**src/sv/pmd_pkg.sv**
```systemverilog
// shared constants for the pid position motor drive block
// widths of the fixed-point fields, register indexes and loop limits
// no dependencies
package pmd_pkg;

  localparam int ADC_BITS_DEF = 10;

  localparam int CFG_IDX_W  = 3;
  localparam int CFG_DATA_W = 20;

  localparam logic [CFG_IDX_W-1:0] CFG_RAW_AT_ZERO     = 3'd0;
  localparam logic [CFG_IDX_W-1:0] CFG_RAW_AT_FULL     = 3'd1;
  localparam logic [CFG_IDX_W-1:0] CFG_TARGET_POSITION = 3'd2;
  localparam logic [CFG_IDX_W-1:0] CFG_GAIN_P          = 3'd3;
  localparam logic [CFG_IDX_W-1:0] CFG_GAIN_I          = 3'd4;
  localparam logic [CFG_IDX_W-1:0] CFG_GAIN_D          = 3'd5;

  localparam int TGT_W  = 7;
  localparam int POS_W  = 18;
  localparam int ERR_W  = 19;
  localparam int SUM_W  = 16;
  localparam int GAIN_W = 20;
  localparam int MUL_W  = 20;
  localparam int HI_W   = 23;
  localparam int ACC_W  = HI_W + MUL_W;
  localparam int DRV_W  = 24;
  localparam int FRAC_SHIFT = 16;
  localparam int RND_W  = ACC_W - FRAC_SHIFT;

  localparam int SUM_LIMIT  = 25600;
  localparam int POS_MAX    = 131071;
  localparam int DRV_MAX    = 8388607;
  localparam int RND_HALF   = 32768;
  localparam int BRAKE_LIM  = 256;

  localparam int RAW_FULL_RESET = 1023;

  localparam logic [TGT_W-1:0]      TARGET_RESET = 7'd50;
  localparam logic signed [GAIN_W-1:0] GAIN_P_RESET = 20'sd9830;
  localparam logic signed [GAIN_W-1:0] GAIN_I_RESET = 20'sd66;
  localparam logic signed [GAIN_W-1:0] GAIN_D_RESET = 20'sd0;

endpackage

```
**src/sv/pmd_if.sv**
```systemverilog
// handshake channels of the pid position motor drive block
// sample input, result output and register write channel
// depends on pmd_pkg
interface pmd_sample_if #(parameter int ADC_BITS = pmd_pkg::ADC_BITS_DEF);
  logic                valid;
  logic                ready;
  logic [ADC_BITS-1:0] adc_sample;

  modport source (output valid, output adc_sample, input ready);
  modport sink   (input valid, input adc_sample, output ready);
endinterface

interface pmd_result_if;
  logic                              valid;
  logic                              ready;
  logic signed [pmd_pkg::POS_W-1:0]  position_now;
  logic signed [pmd_pkg::DRV_W-1:0]  drive_value;
  logic                              bridge_a_high;
  logic                              bridge_b_high;

  modport source (output valid, output position_now, output drive_value,
                  output bridge_a_high, output bridge_b_high, input ready);
  modport sink   (input valid, input position_now, input drive_value,
                  input bridge_a_high, input bridge_b_high, output ready);
endinterface

interface pmd_cfg_if;
  logic                             valid;
  logic                             ready;
  logic [pmd_pkg::CFG_IDX_W-1:0]    index;
  logic [pmd_pkg::CFG_DATA_W-1:0]   data;

  modport source (output valid, output index, output data, input ready);
  modport sink   (input valid, input index, input data, output ready);
endinterface

```
**src/sv/pmd_div.sv**
```systemverilog
// restoring divider, one quotient bit per cycle
// unsigned num / den, quotient valid from the done pulse until the next start
// no package dependencies
module pmd_div #(
  parameter int NW = 26,
  parameter int DW = 11
) (
  input  logic          clk,
  input  logic          rst,
  input  logic          start,
  input  logic [NW-1:0] num,
  input  logic [DW-1:0] den,
  output logic          done,
  output logic [NW-1:0] quo
);

  localparam int CW = $clog2(NW);

  logic          busy;
  logic [CW-1:0] cnt;
  logic [NW-1:0] nq;
  logic [DW-1:0] rem;
  logic [DW-1:0] dvs;
  logic [DW:0]   shifted;
  logic          fits;

  // shift in the next numerator bit and try the subtraction
  assign shifted = {rem, nq[NW-1]};
  assign fits    = shifted >= {1'b0, dvs};

  always_ff @(posedge clk) begin
    if (rst) begin
      busy <= 1'b0;
      done <= 1'b0;
      cnt  <= '0;
    end else begin
      done <= 1'b0;
      if (start) begin
        busy <= 1'b1;
        cnt  <= '0;
      end else if (busy) begin
        cnt <= cnt + 1'b1;
        if (cnt == CW'(NW - 1)) begin
          busy <= 1'b0;
          done <= 1'b1;
        end
      end
    end
  end

  always_ff @(posedge clk) begin
    if (start) begin
      nq  <= num;
      rem <= '0;
      dvs <= den;
    end else if (busy) begin
      nq  <= {nq[NW-2:0], fits};
      rem <= fits ? DW'(shifted - {1'b0, dvs}) : shifted[DW-1:0];
    end
  end

  assign quo = nq;

endmodule

```
**src/sv/pmd_mac.sv**
```systemverilog
// bit-serial sum of three signed products, one multiplier bit per cycle
// shift-right accumulator, top bit of each multiplier has negative weight
// depends on pmd_pkg
module pmd_mac (
  input  logic                               clk,
  input  logic                               rst,
  input  logic                               start,
  input  logic signed [pmd_pkg::MUL_W-1:0]   mul_e,
  input  logic signed [pmd_pkg::MUL_W-1:0]   mul_s,
  input  logic signed [pmd_pkg::MUL_W-1:0]   mul_d,
  input  logic signed [pmd_pkg::GAIN_W-1:0]  gain_p,
  input  logic signed [pmd_pkg::GAIN_W-1:0]  gain_i,
  input  logic signed [pmd_pkg::GAIN_W-1:0]  gain_d,
  output logic                               done,
  output logic signed [pmd_pkg::ACC_W-1:0]   acc
);
  import pmd_pkg::*;

  localparam int CW = $clog2(MUL_W);

  logic                    busy;
  logic [CW-1:0]           cnt;
  logic [MUL_W-1:0]        sh_e;
  logic [MUL_W-1:0]        sh_s;
  logic [MUL_W-1:0]        sh_d;
  logic signed [HI_W-1:0]  hi;
  logic [MUL_W-1:0]        lo;
  logic signed [HI_W-1:0]  term_raw;
  logic signed [HI_W-1:0]  term;
  logic signed [HI_W-1:0]  psum;
  logic                    last;

  assign last = cnt == CW'(MUL_W - 1);

  always_comb begin
    term_raw = '0;
    if (sh_e[0]) term_raw = term_raw + HI_W'(gain_p);
    if (sh_s[0]) term_raw = term_raw + HI_W'(gain_i);
    if (sh_d[0]) term_raw = term_raw + HI_W'(gain_d);
    term = last ? -term_raw : term_raw;
    psum = hi + term;
  end

  always_ff @(posedge clk) begin
    if (rst) begin
      busy <= 1'b0;
      done <= 1'b0;
      cnt  <= '0;
    end else begin
      done <= 1'b0;
      if (start) begin
        busy <= 1'b1;
        cnt  <= '0;
      end else if (busy) begin
        cnt <= cnt + 1'b1;
        if (last) begin
          busy <= 1'b0;
          done <= 1'b1;
        end
      end
    end
  end

  always_ff @(posedge clk) begin
    if (start) begin
      sh_e <= mul_e;
      sh_s <= mul_s;
      sh_d <= mul_d;
      hi   <= '0;
      lo   <= '0;
    end else if (busy) begin
      sh_e <= sh_e >> 1;
      sh_s <= sh_s >> 1;
      sh_d <= sh_d >> 1;
      hi   <= {psum[HI_W-1], psum[HI_W-1:1]};
      lo   <= {psum[0], lo[MUL_W-1:1]};
    end
  end

  assign acc = {hi, lo};

endmodule

```
**src/sv/pid_position_motor_drive_core.sv**
```systemverilog
// pid position loop with h-bridge direction and brake, top level
// depends on pmd_pkg, pmd_if, pmd_div and pmd_mac
//
// channels: sample (sink) takes one raw position reading per transaction,
// result (source) returns position_now, drive_value and the two bridge pin
// levels, cfg (sink) writes one register per transaction and is always ready.
// registers: 0 raw_at_zero, 1 raw_at_full, 2 target_position, 3 gain_p,
// 4 gain_i, 5 gain_d; other indexes are ignored.
// steps: the taken sample is registered, then prep, the serial divider (ADC_BITS
// + 16 quotient bits, one per cycle), position, error, the serial
// multiply-accumulate (20 multiplier bits, one per cycle), rounding and the
// output register load.
// one sample at a time: the next sample is taken as soon as the
// previous result sits in the output register.
// a stalled receiver holds the result; a finished item then waits until the
// output register frees up, and no sample is taken meanwhile.
// reset (synchronous, active high) restores the register defaults and clears
// the error integral and the previous error.
module pid_position_motor_drive_core #(
  parameter int ADC_BITS = pmd_pkg::ADC_BITS_DEF
) (
  input  logic          clk,
  input  logic          rst,
  pmd_sample_if.sink    sample,
  pmd_cfg_if.sink       cfg,
  pmd_result_if.source  result
);
  import pmd_pkg::*;

  localparam int NW = ADC_BITS + 16;
  localparam int DW = ADC_BITS + 1;

  localparam logic [2:0] ST_IDLE = 3'd0;
  localparam logic [2:0] ST_PREP = 3'd1;
  localparam logic [2:0] ST_DIV  = 3'd2;
  localparam logic [2:0] ST_POS  = 3'd3;
  localparam logic [2:0] ST_ERR  = 3'd4;
  localparam logic [2:0] ST_MUL  = 3'd5;
  localparam logic [2:0] ST_RND  = 3'd6;
  localparam logic [2:0] ST_OUT  = 3'd7;

  logic [2:0] state;
  logic [2:0] state_next;

  logic [ADC_BITS-1:0]       raw_at_zero;
  logic [ADC_BITS-1:0]       raw_at_full;
  logic [TGT_W-1:0]          target_position;
  logic signed [GAIN_W-1:0]  gain_p;
  logic signed [GAIN_W-1:0]  gain_i;
  logic signed [GAIN_W-1:0]  gain_d;

  logic signed [SUM_W-1:0]   error_sum;
  logic signed [ERR_W-1:0]   previous_error;

  logic signed [ADC_BITS:0]  diff;
  logic signed [ADC_BITS:0]  den;
  logic                      quo_neg;
  logic                      den_zero;
  logic signed [POS_W-1:0]   position;
  logic [RND_W-1:0]          rnd_mag;
  logic                      drv_neg;

  logic                      out_valid;
  logic signed [POS_W-1:0]   out_position;
  logic signed [DRV_W-1:0]   out_drive;
  logic                      out_a;
  logic                      out_b;

  logic                      sample_take;
  logic                      out_load;

  // divider operands
  logic [ADC_BITS:0]         diff_abs;
  logic [ADC_BITS:0]         den_abs;
  logic [NW-1:0]             n_mag;
  logic [NW-1:0]             div_num;
  logic [DW-1:0]             div_den;
  logic                      div_done;
  logic [NW-1:0]             div_quo;

  logic signed [POS_W-1:0]   pos_next;

  logic signed [ERR_W-1:0]   err;
  logic signed [MUL_W-1:0]   sum_wide;
  logic signed [SUM_W-1:0]   sum_clamp;
  logic signed [MUL_W-1:0]   deriv;
  logic                      mac_done;
  logic signed [ACC_W-1:0]   acc;

  logic [ACC_W-1:0]          rnd_sum;
  logic [RND_W-1:0]          rnd_neg_mag;
  logic signed [DRV_W-1:0]   drive_next;
  logic                      brake;

  assign sample.ready = state == ST_IDLE;
  assign sample_take  = sample.valid && sample.ready;
  assign cfg.ready    = 1'b1;

  // register writes
  always_ff @(posedge clk) begin
    if (rst) begin
      raw_at_zero     <= '0;
      raw_at_full     <= ADC_BITS'(RAW_FULL_RESET);
      target_position <= TARGET_RESET;
      gain_p          <= GAIN_P_RESET;
      gain_i          <= GAIN_I_RESET;
      gain_d          <= GAIN_D_RESET;
    end else if (cfg.valid && cfg.ready) begin
      unique case (cfg.index)
        CFG_RAW_AT_ZERO:     raw_at_zero     <= cfg.data[ADC_BITS-1:0];
        CFG_RAW_AT_FULL:     raw_at_full     <= cfg.data[ADC_BITS-1:0];
        CFG_TARGET_POSITION: target_position <= cfg.data[TGT_W-1:0];
        CFG_GAIN_P:          gain_p          <= signed'(cfg.data[GAIN_W-1:0]);
        CFG_GAIN_I:          gain_i          <= signed'(cfg.data[GAIN_W-1:0]);
        CFG_GAIN_D:          gain_d          <= signed'(cfg.data[GAIN_W-1:0]);
        default: ;
      endcase
    end
  end

  // position mapping: ((2n + d) / 2d) gives round half away from zero
  always_comb begin
    diff_abs = diff[ADC_BITS] ? -diff : diff;
    den_abs  = den[ADC_BITS] ? -den : den;
    n_mag    = (NW'(diff_abs[ADC_BITS-1:0]) << 14) + (NW'(diff_abs[ADC_BITS-1:0]) << 13)
             + (NW'(diff_abs[ADC_BITS-1:0]) << 10);
    div_num  = (n_mag << 1) + NW'(den_abs[ADC_BITS-1:0]);
    div_den  = {den_abs[ADC_BITS-1:0], 1'b0};
  end

  pmd_div #(.NW(NW), .DW(DW)) u_div (
    .clk   (clk),
    .rst   (rst),
    .start (state == ST_PREP),
    .num   (div_num),
    .den   (div_den),
    .done  (div_done),
    .quo   (div_quo)
  );

  always_comb begin
    if (den_zero) begin
      pos_next = '0;
    end else if (quo_neg) begin
      if (div_quo > NW'(POS_MAX + 1)) begin
        pos_next = POS_W'(-(POS_MAX + 1));
      end else begin
        pos_next = -signed'(div_quo[POS_W-1:0]);
      end
    end else begin
      if (div_quo > NW'(POS_MAX)) begin
        pos_next = POS_W'(POS_MAX);
      end else begin
        pos_next = signed'(div_quo[POS_W-1:0]);
      end
    end
  end

  // error, clamped integral and derivative
  always_comb begin
    err      = signed'({4'b0, target_position, 8'b0}) - {position[POS_W-1], position};
    sum_wide = {{(MUL_W - SUM_W){error_sum[SUM_W-1]}}, error_sum} + {err[ERR_W-1], err};
    if (sum_wide >= MUL_W'(SUM_LIMIT)) begin
      sum_clamp = SUM_W'(SUM_LIMIT);
    end else if (sum_wide < MUL_W'(-SUM_LIMIT)) begin
      sum_clamp = SUM_W'(-SUM_LIMIT);
    end else begin
      sum_clamp = sum_wide[SUM_W-1:0];
    end
    deriv = {err[ERR_W-1], err} - {previous_error[ERR_W-1], previous_error};
  end

  pmd_mac u_mac (
    .clk    (clk),
    .rst    (rst),
    .start  (state == ST_ERR),
    .mul_e  ({err[ERR_W-1], err}),
    .mul_s  ({{(MUL_W - SUM_W){sum_clamp[SUM_W-1]}}, sum_clamp}),
    .mul_d  (deriv),
    .gain_p (gain_p),
    .gain_i (gain_i),
    .gain_d (gain_d),
    .done   (mac_done),
    .acc    (acc)
  );

  // magnitude plus half, then drop the 16 fraction bits
  assign rnd_sum = acc[ACC_W-1] ? (~acc + ACC_W'(RND_HALF + 1)) : (acc + ACC_W'(RND_HALF));

  always_comb begin
    rnd_neg_mag = ~rnd_mag + RND_W'(1);
    if (drv_neg) begin
      if (rnd_mag > RND_W'(DRV_MAX + 1)) begin
        drive_next = DRV_W'(-(DRV_MAX + 1));
      end else begin
        drive_next = signed'(rnd_neg_mag[DRV_W-1:0]);
      end
    end else begin
      if (rnd_mag > RND_W'(DRV_MAX)) begin
        drive_next = DRV_W'(DRV_MAX);
      end else begin
        drive_next = signed'(rnd_mag[DRV_W-1:0]);
      end
    end
    brake = rnd_mag < RND_W'(BRAKE_LIM);
  end

  assign out_load = (state == ST_OUT) && (!out_valid || result.ready);

  always_comb begin
    state_next = state;
    unique case (state)
      ST_IDLE: if (sample_take) state_next = ST_PREP;
      ST_PREP: state_next = ST_DIV;
      ST_DIV:  if (div_done) state_next = ST_POS;
      ST_POS:  state_next = ST_ERR;
      ST_ERR:  state_next = ST_MUL;
      ST_MUL:  if (mac_done) state_next = ST_RND;
      ST_RND:  state_next = ST_OUT;
      ST_OUT:  if (out_load) state_next = ST_IDLE;
      default: state_next = ST_IDLE;
    endcase
  end

  always_ff @(posedge clk) begin
    if (rst) begin
      state          <= ST_IDLE;
      error_sum      <= '0;
      previous_error <= '0;
      out_valid      <= 1'b0;
    end else begin
      state <= state_next;
      if (state == ST_ERR) begin
        error_sum      <= sum_clamp;
        previous_error <= err;
      end
      if (out_load) begin
        out_valid <= 1'b1;
      end else if (result.ready) begin
        out_valid <= 1'b0;
      end
    end
  end

  always_ff @(posedge clk) begin
    if (sample_take) begin
      diff <= signed'({1'b0, sample.adc_sample}) - signed'({1'b0, raw_at_zero});
      den  <= signed'({1'b0, raw_at_full}) - signed'({1'b0, raw_at_zero});
    end
    if (state == ST_PREP) begin
      quo_neg  <= diff[ADC_BITS] ^ den[ADC_BITS];
      den_zero <= den == '0;
    end
    if (state == ST_POS) begin
      position <= pos_next;
    end
    if (state == ST_RND) begin
      rnd_mag <= rnd_sum[ACC_W-1:FRAC_SHIFT];
      drv_neg <= acc[ACC_W-1];
    end
    if (out_load) begin
      out_position <= position;
      out_drive    <= drive_next;
      out_a        <= brake || !drv_neg;
      out_b        <= brake || drv_neg;
    end
  end

  assign result.valid         = out_valid;
  assign result.position_now  = out_position;
  assign result.drive_value   = out_drive;
  assign result.bridge_a_high = out_a;
  assign result.bridge_b_high = out_b;

  a_div_done_in_div: assert property (@(posedge clk) disable iff (rst)
    div_done |-> state == ST_DIV)
    else $error("divider finished outside its wait state");

  a_mac_done_in_mul: assert property (@(posedge clk) disable iff (rst)
    mac_done |-> state == ST_MUL)
    else $error("multiply-accumulate finished outside its wait state");

  a_sum_in_range: assert property (@(posedge clk) disable iff (rst)
    error_sum <= SUM_W'(SUM_LIMIT) && error_sum >= SUM_W'(-SUM_LIMIT))
    else $error("error integral outside its clamp");

  a_bridge_never_float: assert property (@(posedge clk) disable iff (rst)
    result.valid |-> (result.bridge_a_high || result.bridge_b_high))
    else $error("both bridge inputs low");

endmodule
```
**src/flat_wrapper.sv**
```systemverilog
// flat-port wrapper written by rule: the top's interface ports become plain ports
module pid_position_motor_drive_core_flat import pmd_pkg::*;
#(
  parameter int ADC_BITS = pmd_pkg::ADC_BITS_DEF
)
  (clk, rst, sample_valid, sample_adc_sample, sample_ready, cfg_valid, cfg_index, cfg_data, cfg_ready, result_valid, result_position_now, result_drive_value, result_bridge_a_high, result_bridge_b_high, result_ready);
  pmd_sample_if #(.ADC_BITS(ADC_BITS)) sample_i ();
  pmd_cfg_if cfg_i ();
  pmd_result_if result_i ();
  input  logic clk;
  input  logic rst;
  input wire logic [$bits(sample_i.valid)-1:0] sample_valid;
  input wire logic [$bits(sample_i.adc_sample)-1:0] sample_adc_sample;
  output wire logic [$bits(sample_i.ready)-1:0] sample_ready;
  input wire logic [$bits(cfg_i.valid)-1:0] cfg_valid;
  input wire logic [$bits(cfg_i.index)-1:0] cfg_index;
  input wire logic [$bits(cfg_i.data)-1:0] cfg_data;
  output wire logic [$bits(cfg_i.ready)-1:0] cfg_ready;
  output wire logic [$bits(result_i.valid)-1:0] result_valid;
  output wire logic [$bits(result_i.position_now)-1:0] result_position_now;
  output wire logic [$bits(result_i.drive_value)-1:0] result_drive_value;
  output wire logic [$bits(result_i.bridge_a_high)-1:0] result_bridge_a_high;
  output wire logic [$bits(result_i.bridge_b_high)-1:0] result_bridge_b_high;
  input wire logic [$bits(result_i.ready)-1:0] result_ready;
  assign sample_i.valid = sample_valid;
  assign sample_i.adc_sample = sample_adc_sample;
  assign sample_ready = sample_i.ready;
  assign cfg_i.valid = cfg_valid;
  assign cfg_i.index = cfg_index;
  assign cfg_i.data = cfg_data;
  assign cfg_ready = cfg_i.ready;
  assign result_valid = result_i.valid;
  assign result_position_now = result_i.position_now;
  assign result_drive_value = result_i.drive_value;
  assign result_bridge_a_high = result_i.bridge_a_high;
  assign result_bridge_b_high = result_i.bridge_b_high;
  assign result_i.ready = result_ready;
  pid_position_motor_drive_core #(.ADC_BITS(ADC_BITS)) u_core (.clk(clk), .rst(rst), .sample(sample_i), .cfg(cfg_i), .result(result_i));
endmodule
```
**config.mk**
```make
export PLATFORM = sky130hd
export DESIGN_NAME = pid_position_motor_drive_core_flat
export DESIGN_NICKNAME = d
export VERILOG_FILES = /design/src/sv/pmd_pkg.sv /design/src/sv/pmd_if.sv /design/src/sv/pmd_div.sv /design/src/sv/pmd_mac.sv /design/src/sv/pid_position_motor_drive_core.sv /design/src/flat_wrapper.sv
export SDC_FILE = /design/constraint.sdc
export NUM_CORES = 1
export LEC_CHECK = 0
export ABC_AREA = 1
export BUFFER_PORTS_ARGS = -buffer_cell sky130_fd_sc_hd__buf_4
export CAP_MARGIN = 20
export CORE_ASPECT_RATIO = 1.75
export CORE_UTILIZATION = 64
export DETAILED_ROUTE_END_ITERATION = 10
export PLACE_DENSITY = 0.82
export SYNTH_ARGS = -nofsm -noshare
export SYNTH_HDL_FRONTEND = slang
export SYNTH_HIERARCHICAL = 1
export SYNTH_SLANG_ARGS = --single-unit
```
**constraint.sdc**
```tcl
create_clock -name clk -period 6.35 [get_ports clk]
set_input_delay 0.635 -clock clk [delete_from_list [all_inputs] [get_ports clk]]
set_output_delay 0.635 -clock clk [all_outputs]
set_load 0.005 [all_outputs]
```
==> reports/qor.csv <==
stage;metric;value;unit
logic_synthesis;synth_cell_types;68;
logic_synthesis;synth_seq_area_share;36.14;%
setup_path;end_kind;flop;
floorplan;fp-row-count;101;
cts;cts_buffer_depth;3;
drt;dr.first_iter.drc_count;1577;
drt;wl_per_cell;15.79;um
pwr;p_leak;0.01450;uW
global_route;top_usage_layer;met2;
timing;fin_skew;0.01549;ns
final_layout;diodes;0;
global_route;antenna_found_initial;0;
floorplan;start_util;64.92;%
placement;hpwl;53750;um
cts;cts_tree;built;
setup_path;path_max_fanout;14;
setup_path;critPathLaunchType;flop;
setup_path;required;6.80;ns
timing;tightest_slew;1.101;ns
global_route;grt_pass1_wl;115200;um
drt;wl;71010;um
timing;slew_headroom;26.62;%
logic_synthesis;synth_common_cells;nand2_1 (976), inv_1 (522), nor2_1 (351);
cts;ctsHtreeMaxLevel;2;
placement;numPortBuffers;83;
min_path;worstHoldStart;cfg_data[10];
cts;cts_root_buf;clkbuf_16;
global_route;grt-ovfl-total;0;
logic_synthesis;synth_async_sr_flop_share;0;%
min_path;hold_class;in -> reg;
logic_synthesis;syn_area;28220;um2
global_route;use_met3;2.887;%
setup_path;worstSetupPathType;reg -> reg;
timing;final.setup.tns;0;ns
placement;gp_congestion;1.005;
pwr;totalPowerFinal;10580;uW
min_path;hold-path-endpoint;u_core/gain_p[10];
pwr;ir_worst_vdd;0.2905;mV
timing;min_period;5.923;ns
timing;hold_viol_final;0;
setup_path;slowest_stage;edfxtp_1;
timing;final-setup-viol-count;0;
min_path;worstHoldPathCells;3;
drt;ant_nets;0;
pwr;p_per_area;343.0;nW/um2
timing;drv_slew;0;
setup_path;rr_endpoint;u_core/u_mac/hi[21];
cts;numCtsBuffers;39;
global_route;met2_usage;60.02;%
setup_path;r2r-start;u_core/u_mac/sh_e[0];
placement;dp.cells;4425;
run;max-cap-violations;0;
timing;fmax;168.8;MHz
logic_synthesis;netlist.area_leader.share;22.45;%
setup_path;critPathMaxStageDelay;0.39;ns
drt;vias;25269;
logic_synthesis;synth_most_common_cell;nand2_1;
logic_synthesis;ys_seq_elements;404;
drt;drt-vias-per-instance;5.619;
drt;dr.pass1.iters;7;
logic_synthesis;ys_warn_count;6;
floorplan;fp.coreArea;43470;um2
floorplan;io-pin-count;85;
run_status;outcome;finished, final reports clean;
cts;clock_latency;0.56;ns
global_route;grt_usage;31.44;%
floorplan;fp.dieArea;44980;um2
setup_path;arrival;6.37;ns
setup_path;reg2reg_setup_slack;0.43;ns
final_layout;stdcell_count;4497;
timing;rsz0062_at_grt;true;
timing;hold-worst-slack;0.3124;ns
final_layout;areaGrowthSynthToFinish;9.336;%
final_layout;drive_above_1_share;10.23;%
drt;drc;0;
logic_synthesis;synth-main-ff-cell;edfxtp_1;
cts;hold_buffers;0;
final_layout;n_fill_cell;3688;
logic_synthesis;synth_area_leaders;edfxtp_1 (22%), dfxtp_1 (14%), nand2_1 (13%), ha_1 (7.4%), inv_1 (6.9%);
global_route;grt_util_met1;33.74;%
timing;period_share;93.28;%
floorplan;die_h;279.8;um
logic_synthesis;synth_top_area_cell;edfxtp_1;
cts;cts_sinks;404;
logic_synthesis;synth_cells;3862;
global_route;grt_max_degree;86;
logic_synthesis;avgSynthCellArea;7.308;um2
logic_synthesis;synth_edf_count;211;
floorplan;die_w;160.7;um
setup_path;r2r_cells;40;
setup_path;cp_common_cell;nand2_1;
global_route;grt_pass1_vias;24348;
final_layout;fin_nets;4121;
cts;path_clk_slew;0.06;ns
critical path, delay by kind of cell (launching register included):
kind                       cells  cell delay (ns)
DFF                            1             0.39
adders and majority gates      3             0.98
buffers and inverters          6             0.57
AOI/OAI and AO/OA              9             1.66
xor gates and xnor gates       1             0.14
and+or+nand+nor               21             2.04
through the flow:
step	setup slack, ns	util, %	cell area (um2)
CTS	0.07842	70.39	30600
global route	-0.08260	70.98	30860
detailed placement	-0.1431	67.27	29240
floorplan	0.9156	-	28230
finish	0.4269	70.98	30860
global placement	-0.08104	67.27	29240
kinds of logic (layout without fill, tap and decap cells):
family,Yosys count,in the layout,synth area share (%)
fa+ha+maj,182,182,8.467
xor+xnor,172,172,5.338
buf+inv,649,717,9.075
other cells,2,3,0.02661
compound gates,573,573,11.23
flops,404,404,36.14
simple gates,1880,1880,29.72
repair_timing:
action,4_1_cts,5_1_grt
pin swaps,0,8
endpoints found under the setup margin,2,6
gates resized for setup,2,66
setup buffers,0,1
per-layer routing:
metal | part of all wire [%] | vias to the layer above
met5 | 0 | -
met4 | 5.4 | 0
met3 | 4.4 | 216
met2 | 52 | 728
met1 | 38 | 11606
li1 | - | 12719
state kept, by name, summed over array words and instances (netlist names), 22 cells and up:
| signal | cells |
|---|---|
| u_core/u_mac/hi | 22 |
| u_core/rnd_mag | 27 |
| u_core/result.drive_value | 24 |
| u_core/u_div/quo | 26 |
cells in the final DEF (no fill, tap or decap), types with 124 or more instances in the layout:
| master | instances |
|---|---|
| nand2_1 | 964 |
| inv_1 | 522 |
| nor2_1 | 344 |
| o21ai_0 | 247 |
| nand3_1 | 245 |
| edfxtp_1 | 211 |
| dfxtp_1 | 193 |
| a21oi_1 | 186 |
| ha_1 | 160 |
| xor2_1 | 124 |
worst max-delay path by stage:
stage,start,to,cells past startpoint
after global routing,u_core/u_mac/sh_e[0],u_core/u_mac/hi[21],42
after global placement,u_core/u_mac/sh_e[0],u_core/u_mac/hi[21],38
after floorplan,u_core/u_mac/sh_e[0],u_core/u_mac/hi[21],42
final,u_core/u_mac/sh_e[0],u_core/u_mac/hi[21],40
after CTS,u_core/u_mac/sh_e[0],u_core/u_mac/hi[21],38
after detailed placement,u_core/u_mac/sh_e[0],u_core/u_mac/hi[21],38
where the power goes:
| part | internal [uW] | total, uW | leakage [uW] | switching [uW] |
|---|---|---|---|---|
| logic | 1550 | 4340 | 0.0103 | 2780 |
| clock network | 1420 | 2450 | 0.000662 | 1030 |
| registers | 3350 | 3800 | 0.00350 | 449 |
layout make-up:
type	instances	area, um2	area share (%)
Sequential cell	404	10200	33.05
Clock inverter	15	182.7	0.5920
Timing Repair Buffer	110	829.5	2.688
Tap cell	566	708.2	2.295
Inverter	536	2012	6.520
Clock buffer	56	1171	3.795
Multi-Input combinational cell	2810	15760	51.06
No activity file was read; power rests on OpenSTA's default activity.
